[config.mk]
export PLATFORM = sky130hd
export DESIGN_NAME = credential_table_with_lockout_core
export DESIGN_NICKNAME = d
export VERILOG_FILES = /design/src/hw/rtl/ctwl_pkg.sv /design/src/hw/rtl/ctwl_datapath.sv /design/src/hw/rtl/ctwl_ctrl.sv /design/src/hw/rtl/credential_table_with_lockout_core.sv
export SDC_FILE = /design/constraint.sdc
export NUM_CORES = 1
export LEC_CHECK = 0
export BUFFER_PORTS_ARGS = -buffer_cell sky130_fd_sc_hd__buf_2
export CAP_MARGIN = 20
export CELL_PAD_IN_SITES_DETAIL_PLACEMENT = 1
export CELL_PAD_IN_SITES_GLOBAL_PLACEMENT = 1
export CORE_MARGIN = 2
export CORE_UTILIZATION = 52
export CTS_BUF_LIST = sky130_fd_sc_hd__clkbuf_8
export DETAILED_ROUTE_END_ITERATION = 7
export PLACE_DENSITY_LB_ADDON = 0.1
export SYNTH_ARGS = -nofsm -noshare
export SYNTH_HDL_FRONTEND = slang
export SYNTH_SLANG_ARGS = --single-unit
[constraint.sdc]
create_clock -name clk -period 5.5 [get_ports clk]
set_input_delay 1.1 -clock clk [delete_from_list [all_inputs] [get_ports clk]]
set_output_delay 1.1 -clock clk [all_outputs]
set_load 0.02 [all_outputs]
[src/hw/rtl/ctwl_pkg.sv]
`default_nettype none
// ----------------------------------------------------------------------------
// Credential table package
// Shared widths, request codes, controller/datapath handshake types and the
// power-on contents of the five built-in user entries.
// ----------------------------------------------------------------------------
package ctwl_pkg;

  localparam int DEF_ENTRIES  = 16;
  localparam int ID_W         = 32;
  localparam int PIN_W        = 32;
  localparam int STRIKE_W     = 2;
  localparam int REQ_W        = 4;
  localparam int NUM_DEFAULTS = 5;

  localparam logic [STRIKE_W-1:0] MAX_STRIKES = STRIKE_W'(3);

  localparam logic [ID_W-1:0]  ADMIN_ID    = ID_W'(15);
  localparam logic [PIN_W-1:0] ADMIN_PIN   = PIN_W'(12345);
  localparam logic [PIN_W-1:0] COMMON_PIN  = PIN_W'(1234);

  typedef enum logic [REQ_W-1:0] {
    REQ_ADD     = 4'd0,
    REQ_DELETE  = 4'd1,
    REQ_STRIKE  = 4'd2,
    REQ_CLEAR   = 4'd3,
    REQ_ADMIN   = 4'd4,
    REQ_BLOCKED = 4'd5,
    REQ_EXISTS  = 4'd6,
    REQ_CHECK   = 4'd7,
    REQ_SET_PIN = 4'd8
  } req_t;

  // Commands from the controller to the datapath.
  typedef struct packed {
    logic start;
    logic scan;
    logic exec;
  } cmd_t;

  // Status from the datapath to the controller.
  typedef struct packed {
    logic done;
  } sts_t;

  // Built-in id of entry idx; entries beyond the defaults start at zero.
  function automatic logic [ID_W-1:0] default_id(input logic [31:0] idx);
    logic [ID_W-1:0] val;
    val = '0;
    if (idx == 32'd0) begin
      val = ADMIN_ID;
    end else if (idx < 32'(NUM_DEFAULTS)) begin
      val = ID_W'(idx);
    end
    return val;
  endfunction

  // Built-in PIN of entry idx.
  function automatic logic [PIN_W-1:0] default_pin(input logic [31:0] idx);
    logic [PIN_W-1:0] val;
    val = '0;
    if (idx == 32'd0) begin
      val = ADMIN_PIN;
    end else if (idx < 32'(NUM_DEFAULTS)) begin
      val = COMMON_PIN;
    end
    return val;
  endfunction

endpackage
`default_nettype wire

[src/hw/rtl/ctwl_datapath.sv]
`default_nettype none
// ----------------------------------------------------------------------------
// Credential table datapath
// Id and PIN memories with registered reads, per-entry flag registers, the
// lookup compare stage and the request execution and result registers.
// ----------------------------------------------------------------------------
module ctwl_datapath
  import ctwl_pkg::*;
#(
  parameter int ENTRIES = DEF_ENTRIES
) (
  input  wire logic             clk,
  input  wire logic             rst,
  input  wire cmd_t             cmd,
  output sts_t                  sts,
  input  wire logic [REQ_W-1:0] in_req,
  input  wire logic [ID_W-1:0]  in_uid,
  input  wire logic [PIN_W-1:0] in_pin,
  input  wire logic             in_avail,
  input  wire logic             in_admin,
  input  wire logic             in_blocked,
  input  wire logic [STRIKE_W-1:0] in_strikes,
  output logic                  res_matched,
  output logic                  res_answer,
  output logic                  res_written
);

  localparam int IW = $clog2(ENTRIES);
  localparam logic [IW-1:0] LAST_IDX = IW'(ENTRIES - 1);

  // Latched request
  logic [REQ_W-1:0]    req;
  logic [ID_W-1:0]     uid;
  logic [PIN_W-1:0]    req_pin;
  logic                n_avail;
  logic                n_admin;
  logic                n_blocked;
  logic [STRIKE_W-1:0] n_strikes;

  // Table storage
  logic [ID_W-1:0]     id_mem  [ENTRIES];
  logic [PIN_W-1:0]    pin_mem [ENTRIES];
  logic [ENTRIES-1:0]  id_wr;
  logic [ENTRIES-1:0]  pin_wr;
  logic [ENTRIES-1:0]  in_use;
  logic [ENTRIES-1:0]  admin;
  logic [ENTRIES-1:0]  blocked;
  logic [STRIKE_W-1:0] strikes [ENTRIES];

  // Scan and compare stage
  logic [IW-1:0]       scan_idx;
  logic [IW-1:0]       q_idx;
  logic                q_valid;
  logic [ID_W-1:0]     id_rd;
  logic [PIN_W-1:0]    pin_rd;
  logic                id_v_q;
  logic                pin_v_q;

  // Lookup outcome
  logic                hit;
  logic [IW-1:0]       hit_idx;
  logic [PIN_W-1:0]    hit_pin;
  logic                free_found;
  logic [IW-1:0]       free_idx;

  logic [ID_W-1:0]     id_cur;
  logic [PIN_W-1:0]    pin_cur;
  logic                match_now;
  logic                free_now;
  logic                need_lookup;
  logic [IW-1:0]       slot;
  logic                do_add;
  logic                do_set_pin;
  logic                do_delete;
  logic                do_strike;
  logic                do_clear;
  logic [STRIKE_W-1:0] strike_next;
  logic                answer_c;

  always_comb begin
    id_cur      = id_v_q  ? id_rd  : default_id(32'(q_idx));
    pin_cur     = pin_v_q ? pin_rd : default_pin(32'(q_idx));
    match_now   = q_valid && (id_cur == uid);
    free_now    = q_valid && !in_use[q_idx];
    need_lookup = req inside {REQ_ADD, REQ_DELETE, REQ_STRIKE, REQ_ADMIN, REQ_BLOCKED,
                              REQ_EXISTS, REQ_CHECK, REQ_SET_PIN};
    sts.done    = !need_lookup || match_now || (q_valid && (q_idx == LAST_IDX));

    slot        = hit ? hit_idx : free_idx;
    do_add      = cmd.exec && (req == REQ_ADD) && (hit || free_found);
    do_set_pin  = cmd.exec && (req == REQ_SET_PIN) && hit;
    do_delete   = cmd.exec && (req == REQ_DELETE) && hit;
    do_strike   = cmd.exec && (req == REQ_STRIKE) && hit;
    do_clear    = cmd.exec && (req == REQ_CLEAR);

    if (strikes[hit_idx] == MAX_STRIKES) begin
      strike_next = MAX_STRIKES;
    end else begin
      strike_next = strikes[hit_idx] + 1'b1;
    end

    case (req)
      REQ_ADMIN:   answer_c = hit && admin[hit_idx];
      REQ_BLOCKED: answer_c = hit && blocked[hit_idx];
      REQ_EXISTS:  answer_c = hit && in_use[hit_idx];
      REQ_CHECK:   answer_c = hit && in_use[hit_idx] && (hit_pin == req_pin);
      default:     answer_c = 1'b0;
    endcase
  end

  // Memories: one registered read at the scan address, one write port.
  always_ff @(posedge clk) begin
    if (cmd.scan) begin
      id_rd  <= id_mem[scan_idx];
      pin_rd <= pin_mem[scan_idx];
    end
    if (do_add) begin
      id_mem[slot] <= uid;
    end
    if (do_add || do_set_pin) begin
      pin_mem[slot] <= req_pin;
    end
  end

  // Control state and per-entry flags.
  always_ff @(posedge clk) begin
    if (rst) begin
      scan_idx   <= '0;
      q_valid    <= 1'b0;
      hit        <= 1'b0;
      free_found <= 1'b0;
      id_wr      <= '0;
      pin_wr     <= '0;
      for (int k = 0; k < ENTRIES; k++) begin
        in_use[k]  <= (k < NUM_DEFAULTS);
        admin[k]   <= (k == 0);
        blocked[k] <= 1'b0;
        strikes[k] <= '0;
      end
    end else begin
      q_valid <= cmd.scan;
      if (cmd.start) begin
        scan_idx   <= '0;
        hit        <= 1'b0;
        free_found <= 1'b0;
      end else begin
        if (cmd.scan) begin
          scan_idx <= scan_idx + 1'b1;
        end
        if (match_now) begin
          hit <= 1'b1;
        end
        if (free_now) begin
          free_found <= 1'b1;
        end
      end

      if (do_add) begin
        id_wr[slot]   <= 1'b1;
        pin_wr[slot]  <= 1'b1;
        in_use[slot]  <= n_avail;
        admin[slot]   <= n_admin;
        blocked[slot] <= n_blocked;
        strikes[slot] <= n_strikes;
      end
      if (do_set_pin) begin
        pin_wr[hit_idx] <= 1'b1;
      end
      if (do_delete) begin
        in_use[hit_idx] <= 1'b0;
      end
      if (do_strike) begin
        strikes[hit_idx] <= strike_next;
        if (strike_next == MAX_STRIKES) begin
          blocked[hit_idx] <= 1'b1;
        end
      end
      if (do_clear) begin
        for (int k = 0; k < ENTRIES; k++) begin
          strikes[k] <= '0;
        end
      end
    end
  end

  // Payload registers.
  always_ff @(posedge clk) begin
    if (cmd.start) begin
      req       <= in_req;
      uid       <= in_uid;
      req_pin   <= in_pin;
      n_avail   <= in_avail;
      n_admin   <= in_admin;
      n_blocked <= in_blocked;
      n_strikes <= in_strikes;
    end
    if (cmd.scan) begin
      q_idx   <= scan_idx;
      id_v_q  <= id_wr[scan_idx];
      pin_v_q <= pin_wr[scan_idx];
    end
    if (match_now) begin
      hit_idx <= q_idx;
      hit_pin <= pin_cur;
    end
    if (free_now && !free_found) begin
      free_idx <= q_idx;
    end
    if (cmd.exec) begin
      res_matched <= hit;
      res_answer  <= answer_c;
      res_written <= do_add;
    end
  end

endmodule
`default_nettype wire

[src/hw/rtl/ctwl_ctrl.sv]
`default_nettype none
// ----------------------------------------------------------------------------
// Credential table controller
// Sequences accept, table scan and execute, and owns the result word's
// valid flag on the output side.
// ----------------------------------------------------------------------------
module ctwl_ctrl
  import ctwl_pkg::*;
(
  input  wire logic clk,
  input  wire logic rst,
  input  wire logic in_valid,
  output logic      in_ready,
  output logic      out_valid,
  input  wire logic out_ready,
  input  wire sts_t sts,
  output cmd_t      cmd
);

  typedef enum logic [2:0] {
    ST_IDLE = 3'b001,
    ST_SCAN = 3'b010,
    ST_EXEC = 3'b100
  } state_t;

  state_t state;
  state_t state_next;
  logic   slot_free;

  always_comb begin
    slot_free  = !out_valid || out_ready;
    in_ready   = (state == ST_IDLE);
    cmd        = '0;
    state_next = state;
    case (state)
      ST_IDLE: begin
        if (in_valid) begin
          cmd.start  = 1'b1;
          state_next = ST_SCAN;
        end
      end
      ST_SCAN: begin
        if (sts.done) begin
          state_next = ST_EXEC;
        end else begin
          cmd.scan = 1'b1;
        end
      end
      ST_EXEC: begin
        if (slot_free) begin
          cmd.exec   = 1'b1;
          state_next = ST_IDLE;
        end
      end
      default: begin
        state_next = ST_IDLE;
      end
    endcase
  end

  always_ff @(posedge clk) begin
    if (rst) begin
      state     <= ST_IDLE;
      out_valid <= 1'b0;
    end else begin
      state <= state_next;
      if (cmd.exec) begin
        out_valid <= 1'b1;
      end else if (out_ready) begin
        out_valid <= 1'b0;
      end
    end
  end

endmodule
`default_nettype wire

[src/hw/rtl/credential_table_with_lockout_core.sv]
// Flow: a request passes through the scan and execute states from acceptance to
// its result word; clear strikes and unknown codes end the scan at once, and
// the id scan reads one table entry per cycle through the registered id/PIN
// memory read port. Requests: one at a time; the next word can be taken as soon
// as the previous result is loaded, even while it waits.
// Reset: synchronous, active high; restores the five built-in users at once.
`default_nettype none
// ----------------------------------------------------------------------------
// Credential table with strike lockout
// Top level: a table of user entries with add, delete, strike, clear, query
// and PIN requests over a streaming slave port, one result word per request.
// ----------------------------------------------------------------------------
module credential_table_with_lockout_core
  import ctwl_pkg::*;
#(
  parameter int ENTRIES = DEF_ENTRIES
) (
  input  wire logic       clk,
  input  wire logic       rst,
  // Request side
  input  wire logic       s_axis_tvalid,
  output logic            s_axis_tready,
  input  wire logic [3:0] s_axis_tuser,   // [3:0] req_type
  // [31:0] user_id, [63:32] pin, [64] new_available, [65] new_admin,
  // [66] new_blocked, [68:67] new_strikes, [71:69] zero
  input  wire logic [71:0] s_axis_tdata,
  // Result side
  output logic            m_axis_tvalid,
  input  wire logic       m_axis_tready,
  // [0] matched, [1] answer, [2] written, [7:3] zero
  output logic [7:0]      m_axis_tdata
);

  // The controller walks through idle, scan and execute. During the scan the
  // datapath issues one memory read per cycle and compares the entry read in
  // the cycle before, so the first matching id and the first free entry are
  // both found in a single pass. Entries of the id and PIN memories that have
  // never been written read as their built-in values through per-entry
  // written bits, so no clearing pass follows reset.

  cmd_t cmd;
  sts_t sts;
  logic res_matched;
  logic res_answer;
  logic res_written;

  ctwl_ctrl u_ctrl (
    .clk       (clk),
    .rst       (rst),
    .in_valid  (s_axis_tvalid),
    .in_ready  (s_axis_tready),
    .out_valid (m_axis_tvalid),
    .out_ready (m_axis_tready),
    .sts       (sts),
    .cmd       (cmd)
  );

  ctwl_datapath #(
    .ENTRIES (ENTRIES)
  ) u_datapath (
    .clk         (clk),
    .rst         (rst),
    .cmd         (cmd),
    .sts         (sts),
    .in_req      (s_axis_tuser),
    .in_uid      (s_axis_tdata[31:0]),
    .in_pin      (s_axis_tdata[63:32]),
    .in_avail    (s_axis_tdata[64]),
    .in_admin    (s_axis_tdata[65]),
    .in_blocked  (s_axis_tdata[66]),
    .in_strikes  (s_axis_tdata[68:67]),
    .res_matched (res_matched),
    .res_answer  (res_answer),
    .res_written (res_written)
  );

  // The unused upper bits of the request word are ignored by design.
  assign m_axis_tdata = {5'b00000, res_written, res_answer, res_matched};

endmodule
`default_nettype wire

# Word level (Yosys, flattened, before mapping)
# Memory sizes are Yosys's and may differ from the RTL's. A register that Yosys moved wholly into a read port is not among the register bits.
# Cells that the tools add are included.
[word_totals] regBits=213 ram_bits=1056 in_bits=80 out_inout_bits=10 wordCells=203 n_memories=3
[classes] add_sub_neg=2 magnitude_cmp=7 eq_ne=19 muxes=87 bitwise_logic=22 n_reduce_logical=36
[mem_list] memory="u_datapath.id_mem" words=16 width=32 rd=1 rd_clocked_by_memory_dff=1 wr=1 line_no="ctwl_datapath.sv:41" text="logic [ID_W-1:0] id_mem [ENTRIES];"
[mem_list] memory="u_datapath.pin_mem" words=16 width=32 rd=1 rd_clocked_by_memory_dff=1 wr=1 line_no="ctwl_datapath.sv:42" text="logic [PIN_W-1:0] pin_mem [ENTRIES];"
[mem_list] memory="u_datapath.strikes" words=16 width=2 rd=1 rd_clocked_by_memory_dff=1 wr=16 line_no="ctwl_datapath.sv:48" text="logic [STRIKE_W-1:0] strikes [ENTRIES];"
[ops] op="$mux 16" count=10
[ops] op="$mux 32" count=4
[ops] op="$eq 32x32->1" count=2
[ops] op="$or 16x16->16" count=4
[ops] op="$bwmux 16" count=3
[ops] op="$mux 2" count=19
[ops] op="$mux 1" count=32
[ops] op="$bmux 1 s4" count=6
[ops] op="$lt 4x5->1 const B" count=4
[ops] op="$mux 4" count=5
[ops] op="$logic_and 1x1->1" count=19
[ops] op="$and 16x16->16" count=1
[ops] op="$eq 4x3->1 const B" count=4
[ops] op="$not 16->16" count=1
[ops] op="$or 1x1->1" count=16
[ops] op="$mux 11" count=1
[ops] op="$mux 3" count=3
[ops] op="$pmux 3 s3" count=1
[ops] op="$demux 1 s4" count=2
[ops] op="$eq 4x2->1 const B" count=2
[ops] op="$eq 4x4->1 const B" count=2
[ops] op="$ge 4x1->1 const B" count=2
[ops] op="$logic_not 4->1" count=2
[ops] op="$reduce_bool 8->1" count=1
[ops] op="16 further kinds" count=27

# Depth between registers and ports, before layout
# Gate-level depths: netlist (run 1).
[logic_depth] word_depth=12 depth_mapped=11 depth_no_buf=8

# Modules after synthesis
# From an unflattened synthesis (run 1), not the netlist that was laid out.
[unflattened] hier_cells=2495 area_unflattened_um2=51861.0
[modules_own_cells] mod="ctwl_datapath" instances=1 cells_per_inst=2463 area_per_inst_um2=51584.5 seq_area_each_um2=39117.5
[modules_own_cells] mod="ctwl_ctrl" instances=1 cells_per_inst=23 area_per_inst_um2=212.7 seq_area_each_um2=80.1
[modules_own_cells] mod="credential_table_with_lockout_core" instances=1 cells_per_inst=9 area_per_inst_um2=63.8 seq_area_each_um2=0.0

# Worst setup path before layout (run 1)
# Ideal clock, no wire load.
[synth_timing] path_kind="register to register" start="reg u_datapath.uid[6]" end="reg u_datapath.hit_idx[0] (enable)" setup_time_ps=519 t_arrival_ps=5157 required_time_ps=4981 path_slack_ps=-176 path_stages_with_launch=6 n_path_buf=0 period_less_slack_ps=5676 path_cell_list="edfxtp_1 nor4_4 o221ai_2 o32a_1 or4_1 nor4_1"
[synth_via] elab_chain_cells=2
[synth_lines] item="start: declaration" line_no="ctwl_datapath.sv:33" text="logic [ID_W-1:0] uid;"
[synth_lines] item="start signal: assignment" line_no="ctwl_datapath.sv:190" text="uid <= in_uid;"
[synth_lines] item="$eq 32x32->1" line_no="ctwl_datapath.sv:83" text="match_now = q_valid && (id_cur == uid);"
[synth_lines] item="$logic_and 1x1->1" line_no="ctwl_datapath.sv:83"
[synth_lines] item="named net u_datapath.match_now" line_no="ctwl_datapath.sv:68" text="logic match_now;"
[synth_lines] item="end signal: assignment" line_no="ctwl_datapath.sv:203" text="hit_idx <= q_idx;"
[synth_lines] item="end: declaration" line_no="ctwl_datapath.sv:61" text="logic [IW-1:0] hit_idx;"
# The timed path passes the listed nets, and every way through them passes these cells.
# A chain may end at the register's enable or synchronous reset.

==> summary.md, run 1 <==
| Metric | Value |
|---|---|
| Final Slew Violations | `0` |
| Relative slew slack | `28.2%` |
| Fin util | `59.0%` |
| Setup TNS | `0 ps` |
| Initial Util | `52.6%` |
| GR Overflow Total | `0` |
| Pin count of the biggest net entering global routing | `67` |
| CTS buffer count | `213` |
| Most frequent cell after synthesis | `edfxtp_1` |
| Reg2reg end | `u_datapath.id_rd[24]$_DFFE_PP_` |
| First DRT Iteration DRCs | `2,352` |
| Crit path time final | `4270 ps` |
| Vias in the first global route | `27,700` |
| Share of layout cells above drive strength 1 | `29.0%` |
| Skew final | `29.4 ps` |
| Final hold violations | `0` |
| R2R cell count | `9` |
| LEAKAGE | `18.2 nW` |
| Synth Area in Adders | `0.0241%` |
| Io pins | `90` |
| Setup WS post-layout | `1230 ps` |
| CTS Buffer Depth | `3` |
| # port buffers | `81` |
| Worst path top cell family by delay | `simple AND/OR/NAND/NOR gates` |
| Top post-synthesis cells by count | `1,242 x edfxtp_1, 357 x mux4_2, 112 x nor2_1` |
| Residual DRC | `0` |
| Via Count | `25,700` |
| Final Setup Violations | `0` |
| Clk sinks | `1,337` |
| Critical path type | `register to register` |
| CTS tree | `done` |
| RR Startpoint | `u_datapath.id_v_q$_DFFE_PP_` |
| Asr flop ratio synth | `0%` |
| Synthesized area | `51,800 um^2` |
| Mean Syn Cell Area | `20.8 um^2` |
| WL per Instance | `30.0 um` |
| Worst Path Required | `6060 ps` |
| Critical path endpoint category | `register` |
| Nets | `2,830` |
| CP startpoint kind | `register` |
| CP most frequent cell | `buf_4` |
| RSZ-0062 raised after global routing | `no` |
| Final hold slack | `396 ps` |
| PostCTS Resize Cnt | `0` |
| Hold Crit Start | `s_axis_tdata[48]` |
| Status | `finished, final reports clean` |
| Synth Register Bits | `1,337` |
| Simple-Gate Fraction of Synth Area | `3.88%` |
| Die area | `102,000 um^2` |
| Clk slew on worst S/H paths | `60 ps` |
| Max Clk Rate | `0.234 GHz` |
| Mux contribution to synthesized area | `16.3%` |
| Layout Area Growth over Synthesis | `12.3%` |
| Core Area | `98,600 um^2` |
| Die width | `320 um` |
| Row count | `115` |
| Maximum vdd ir drop | `0.264 mV` |
| CTS hold repair buffers | `0` |
| Post-synth top area cell | `edfxtp_1` |
| Clock Tree Root | `clkbuf_8` |
| Hold path depth | `1` |
| Period utilization | `77.6%` |
| Gate Count Post-Synth | `2,497` |
| EDFF count, synth | `1,242` |
| Library cells used by synthesis | `77` |
| Critical path's largest stage delay | `630 ps` |
| GRT Total Usage | `25.4%` |
| Hold Crit Class | `primary input to register` |
| Worst R2R Setup Slack | `1230 ps` |
| Synth Flop Type | `edfxtp_1` |
| PD cells | `335 nW/um^2` |
| Compound-Gate Fraction of Synth Area | `2.09%` |
| Actual slew at the worst max-slew pin | `1080 ps` |
| Post-DP HPWL | `72.8 mm` |
| Post-CTS setup buffers | `0` |
| Post-Synth XOR/XNOR Area | `0.693%` |
| CP max FO | `48` |
| Routed wire length | `127 mm` |
| GPL Wtd Cong | `0.845` |
| YS warnings | `0` |
| Top-area cell type share of the netlist area | `72.0%` |
| Crit-path slowest cell | `edfxtp_1` |
| Synth area leaders | `edfxtp_1 72%, mux4_2 16%, dfxtp_1 3.7%` |
| WP buf/inv | `3` |
| Max-cap violations | `0` |
| Initial antenna violation count | `2` |
| Setup WS pre-CTS | `1240 ps` |
| Pre-antenna DRT Iters | `7` |
| H-tree depth | `4` |
| Worst Path Arrival | `4830 ps` |
| Worst skew pair latency | `880 ps` |
| ANT nets after route | `0` |
| Power, Total | `0.0195 W` |
| Global-route wire length before repair | `187 mm` |
| Sequential fraction of the synthesis area | `75.6%` |
| Cell Chain, Critical Path | `buf_4 > o21a_1 > nor3_1 > o22ai_1 > or4_4 > nor4_4 > or2_1 > inv_4 > buf_4` |
| Vias per cell | `6.08` |
| Die Ht | `320 um` |
| Hold worst-path end | `u_datapath.req_pin[16]$_DFFE_PP_` |
| Largest family of logic cells by synthesized area | `multiplexers` |
==> metrics by stage <==
stage / area (um^2) / std cells
finish: 58200 / 4219
CTS: 58200 / 4216
detailed placement: 54200 / 3820
floorplan: 51800 / 2501
global route: 58200 / 4219
global placement: 54200 / 3819
==> cells by family after synthesis <==
logic type / Yosys count
buffers and inverters: 165
AND/OR/NAND/NOR: 391
other: 1
XOR/XNOR: 41
multiplexers: 398
AO/OA/AOI/OAI: 163
adder cells (fa/ha/maj): 1
flip-flops: 1337
==> sequential cells by signal, indices dropped and copies added (netlist names), 32 cells and up, named ones only <==
| name | flops |
|---|---|
| u_datapath.id_mem | 512 |
| u_datapath.pin_mem | 512 |
| u_datapath.hit_pin | 32 |
| u_datapath.id_rd | 32 |
| u_datapath.pin_rd | 32 |
| u_datapath.req_pin | 32 |
| u_datapath.strikes | 32 |
| u_datapath.uid | 32 |
==> routing by layer <==
layer  track usage, %  vias to the layer above  part of all wire (%)
li1                 -                    10800                     -
met1             33.9                    13900                    41
met2             44.0                      774                    52
met3             3.86                      156                   4.7
met4             6.67                        0                   1.8
met5                0                        -                     0
==> report_power, final <==
group | total [W] | internal [W] | switching (W)
clock network | 0.00787 | 0.00397 | 0.00390
registers | 0.0114 | 0.0112 | 0.000175
logic | 0.000257 | 0.0000931 | 0.000164
==> layout by cell type (no fill, tap or decap), types with 49 or more instances in the layout <==
cell type,synthesis,layout
edfxtp_1,1242,1242
mux4_2,357,357
clkbuf_8,0,228
inv_1,30,96
nor2_1,112,96
nand2_1,91,91
dfxtp_1,95,91
buf_2,7,81
buf_4,9,77
clkinv_1,0,59
a21oi_1,49,49
==> worst max path at each step <==
stage	slack (ps)	from	to	depth (start not counted)
global route	1120	u_datapath.id_v_q$_DFFE_PP_	u_datapath.id_rd[24]$_DFFE_PP_	9
floorplan	1320	s_axis_tvalid	u_datapath.scan_idx[2]$_SDFFE_PP0P_	5
global placement	1320	u_datapath.id_v_q$_DFFE_PP_	u_datapath.id_rd[22]$_DFFE_PP_	9
CTS	1210	u_datapath.id_v_q$_DFFE_PP_	u_datapath.id_rd[24]$_DFFE_PP_	9
finish	1230	u_datapath.id_v_q$_DFFE_PP_	u_datapath.id_rd[24]$_DFFE_PP_	9
detailed placement	1240	u_datapath.id_v_q$_DFFE_PP_	u_datapath.id_rd[11]$_DFFE_PP_	9
==> final cells by class <==
| class | instances | area (um^2) |
|---|---|---|
| clock inverter | 168 | 816 |
| timing repair buffer | 166 | 1140 |
| inverter | 32 | 123 |
| fill | 8347 | 40400 |
| antenna | 2 | 5.00 |
| sequential | 1337 | 39200 |
| multi-input combinational | 999 | 12100 |
| clock buffer | 228 | 3140 |
| tap | 1287 | 1610 |
Power figures use the tool's default switching activity.
==> inputs of run 2 (changes only) <==
--- a/config.mk
+++ b/config.mk
@@ -5,12 +5,13 @@
 export SDC_FILE = /design/constraint.sdc
 export NUM_CORES = 1
 export LEC_CHECK = 0
+export ABC_AREA = 1
 export BUFFER_PORTS_ARGS = -buffer_cell sky130_fd_sc_hd__buf_2
 export CAP_MARGIN = 20
 export CELL_PAD_IN_SITES_DETAIL_PLACEMENT = 1
 export CELL_PAD_IN_SITES_GLOBAL_PLACEMENT = 1
 export CORE_MARGIN = 2
-export CORE_UTILIZATION = 52
+export CORE_UTILIZATION = 54
 export CTS_BUF_LIST = sky130_fd_sc_hd__clkbuf_8
 export DETAILED_ROUTE_END_ITERATION = 7
 export PLACE_DENSITY_LB_ADDON = 0.1
==> constraint.sdc (replaced) <==
create_clock -name clk -period 4 [get_ports clk]
set_input_delay 0.8 -clock clk [delete_from_list [all_inputs] [get_ports clk]]
set_output_delay 0.8 -clock clk [all_outputs]
set_load 0.02 [all_outputs]
==> run 2 against run 1 <==
  * Non-clock buffer count up 24
  * Largest power group unchanged
  * Via count up 37%
  * Die area down 1.4%
  * Area after synthesis up 2.3%
  * Register-to-register slack worse by 500 ps
  * Sequential cell count unchanged
  * Clock-buffer cell count down 5
  * Final cell count up 35%
  * Worst setup slack worse by 500 ps
  * Clock power up 33%
==> summary.md, run 2 <==
| Metric | Value |
|---|---|
| Via Count | `35,300 (+37%)` |
| Skew final | `47.2 ps (+17.7 ps)` |
| Top-area cell type share of the netlist area | `70.3% (-1.7 points)` |
| Largest registers | `u_datapath.id_mem: 512 flops, u_datapath.pin_mem: 512 flops` |
| Gate Count Post-Synth | `4,137 (+66%)` |
| Most common cell after layout, fill and taps aside | `edfxtp_1` |
| Cell Chain, Critical Path | `inv_1 > nand2_1 > nand2_1 > nand3_1 > nor2_1 > nand2_1 > nor2_1 > nand2_1 > nand2_2 > inv_4 > buf_12` |
| Top post-synthesis cells by count | `1,242 x edfxtp_1, 718 x nor2_1, 578 x o21ai_0` |
| Crit path time final | `3270 ps (-995 ps)` |
| Worst Path Arrival | `3820 ps (-1010 ps)` |
| CTS buffer count | `210 (-1.4%)` |
| Relative slew slack | `30.3% (+2.2 points)` |
| Setup WS pre-CTS | `754 ps (-487 ps)` |
| Worst path top cell family by delay | `simple AND/OR/NAND/NOR gates` |
| CTS tree | `done` |
| Synthesized area | `53,000 um^2 (+2.3%)` |
| Pre-antenna DRT Iters | `5 (-2)` |
| Actual slew at the worst max-slew pin | `1050 ps (-32.6 ps)` |
| PD cells | `455 nW/um^2 (+36%)` |
| Final hold violations | `0 (unchanged)` |
| GR Overflow Total | `0 (unchanged)` |
| Initial Util | `54.7% (+2.1 points)` |
| Maximum vdd ir drop | `0.331 mV (+25%)` |
| Final Slew Violations | `0 (unchanged)` |
| Commonest cells after routing, fill and taps aside | `1,242 x edfxtp_1, 707 x nor2_1, 578 x o21ai_0` |
| GPL Wtd Cong | `0.853 (+1.0%)` |
| Residual DRC | `0 (unchanged)` |
| # port buffers | `81 (unchanged)` |
| Worst Path Required | `4550 ps (-1510 ps)` |
| Synth Flop Type | `edfxtp_1` |
| RSZ-0062 raised after global routing | `no` |
| Pin count of the biggest net entering global routing | `188 (+180%)` |
| Routed wire length | `151 mm (+19%)` |
| Io pins | `90 (unchanged)` |
| Row count | `114 (-0.87%)` |
| Clk slew on worst S/H paths | `70 ps (about the same)` |
| First DRT Iteration DRCs | `3,549 (+51%)` |
| Setup WS post-layout | `727 ps (-505 ps)` |
| Initial antenna violation count | `1 (-1)` |
| Sequential fraction of the synthesis area | `73.9% (-1.7 points)` |
| CP most frequent cell | `nand2_1` |
| Crit-path slowest cell | `edfxtp_1` |
| Synth Register Bits | `1,337 (unchanged)` |
| Core Area | `97,000 um^2 (-1.6%)` |
| Nets | `4,352 (+54%)` |
| WP buf/inv | `3 (unchanged)` |
| EDFF count, synth | `1,242 (unchanged)` |
| Critical path type | `register to register` |
| Final hold slack | `104 ps (-293 ps)` |
| Die width | `317 um (-0.71%)` |
| Fillcell total | `9,586 (+15%)` |
| YS warnings | `0 (unchanged)` |
| PostCTS Resize Cnt | `0 (unchanged)` |
| Worst skew pair latency | `890 ps (about the same)` |
| Layout Area Growth over Synthesis | `11.3%` |
| Synth area leaders | `edfxtp_1 70%, o21ai_0 5.5%, nor2_1 5.1%` |
| Post-DP HPWL | `82.1 mm (+13%)` |
| GRT Total Usage | `30.1% (+4.8 points)` |
| Library cells used by synthesis | `47 (-39%)` |
| Mean Syn Cell Area | `12.8 um^2 (-38%)` |
| Critical path endpoint category | `register` |
| Final Setup Violations | `0 (unchanged)` |
| Post-CTS setup buffers | `0 (unchanged)` |
| Period utilization | `81.8% (+4.2 points)` |
| Most frequent cell after synthesis | `edfxtp_1` |
| Vias in the first global route | `37,200 (+34%)` |
| Clock Tree Root | `clkbuf_8` |
| Max-cap violations | `0 (unchanged)` |
| Share of layout cells above drive strength 1 | `12.0% (-17 points)` |
| H-tree depth | `4 (unchanged)` |
| Status | `finished, final reports clean` |
| Hold Crit Class | `primary input to register` |
| CTS hold repair buffers | `0 (unchanged)` |
| CP max FO | `41 (-15%)` |
| LEAKAGE | `20.2 nW (+11%)` |
| ANT nets after route | `0 (unchanged)` |
| WL per Instance | `26.4 um (-12%)` |
| CP startpoint kind | `register` |
| Global-route wire length before repair | `226 mm (+21%)` |
| Critical path's largest stage delay | `720 ps (+90 ps)` |
| Die Ht | `317 um (-0.71%)` |
| Vias per cell | `6.17 (+1.4%)` |
| Clk sinks | `1,337 (unchanged)` |
| CTS Buffer Depth | `3 (unchanged)` |
| Asr flop ratio synth | `0% (unchanged)` |
| Die area | `101,000 um^2 (-1.4%)` |
| Max Clk Rate | `0.306 GHz (+30%)` |
| Post-synth top area cell | `edfxtp_1` |
==> run 2: cell count changes after synthesis, sizes merged, moves of 108 or more <==
| cell | previous run | this run |
|---|---|---|
| clkbuf | 89 | 197 |
| inv | 32 | 158 |
| mux4 | 358 | 0 |
| nand2 | 91 | 357 |
| nand3 | 9 | 141 |
| nor2 | 122 | 744 |
| o21ai | 34 | 590 |
| o221ai | 1 | 205 |
==> run 2: per-stage QoR <==
stage,std cells,area [um^2],util [%],power [W],setup TNS [ps]
floorplan,4141,53100,-,0.0162,-27990
global placement,5335,55200,57.0,0.0165,0
detailed placement,5335,55200,57.0,0.0166,0
CTS,5714,59000,60.8,0.0270,0
global route,5715,59000,60.8,0.0277,0
finish,5715,59000,60.8,0.0269,0
==> run 2: path summary, 6_finish.rpt <==
check / startpoint / endpoint / slack, ps / cells after the start
setup / recovery: u_datapath.uid[28]$_DFFE_PP_ / u_datapath.pin_rd[11]$_DFFE_PP_ / 730 / 11
hold / removal: s_axis_tdata[17] / u_datapath.uid[17]$_DFFE_PP_ / 100 / 1
setup reg to reg: u_datapath.uid[28]$_DFFE_PP_ / u_datapath.pin_rd[11]$_DFFE_PP_ / 730 / 11
hold reg to reg: u_datapath.id_wr[6]$_SDFFE_PP0P_ / u_datapath.id_wr[6]$_SDFFE_PP0P_ / 460 / 2
==> run 2: where the power goes <==
part / switching, W / total (W) / internal, W
clock: 0.00530 / 0.0105 / 0.00525
combinational: 0.000446 / 0.000615 / 0.000169
sequential: 0.000228 / 0.0157 / 0.0155
total: 0.00598 / 0.0269 / 0.0209
==> run 2: kinds of logic (layout without fill, tap and decap cells) <==
family                   Yosys count  after routing  synth area share [%]
flip-flops                      1337           1337                  73.9
AND/OR/NAND/NOR                 1295           1295                  9.95
AO/OA/AOI/OAI                   1027           1027                  12.0
buffers and inverters            431            728                  3.35
XOR/XNOR                          29             29                 0.479
multiplexers                      16             16                 0.302
adder cells (fa/ha/maj)            1              1                0.0236
other                              1              6               0.00707
==> run 2: final cells by class <==
class                      instances  area [um^2]  area share, %
clock buffer                     223         3070           5.20
multi-input combinational       2373        12200           20.7
inverter                         159          624           1.06
sequential                      1337        39200           66.4
tap                             1276         1600           2.71
clock inverter                   156          708           1.20
timing repair buffer             190         1590           2.69
antenna                            1         2.50        0.00424
==> run 2: metal layers <==
metal,routed length [um],global-route usage [%],up-vias
met1,64600,42.2,18100
met4,4160,10.3,0
met5,0,0,-
met2,71500,48.4,1344
met3,10300,4.82,273
li1,-,-,15600
==> run 2: worst reg2reg max path: stages, from the launching register on <==
cell      delay, ps
edfxtp_1        720
inv_1           100
nand2_1         100
nand2_1         200
nand3_1         200
nor2_1           70
nand2_1         140
nor2_1          100
nand2_1         130
nand2_2         210
inv_4           650
buf_12          340
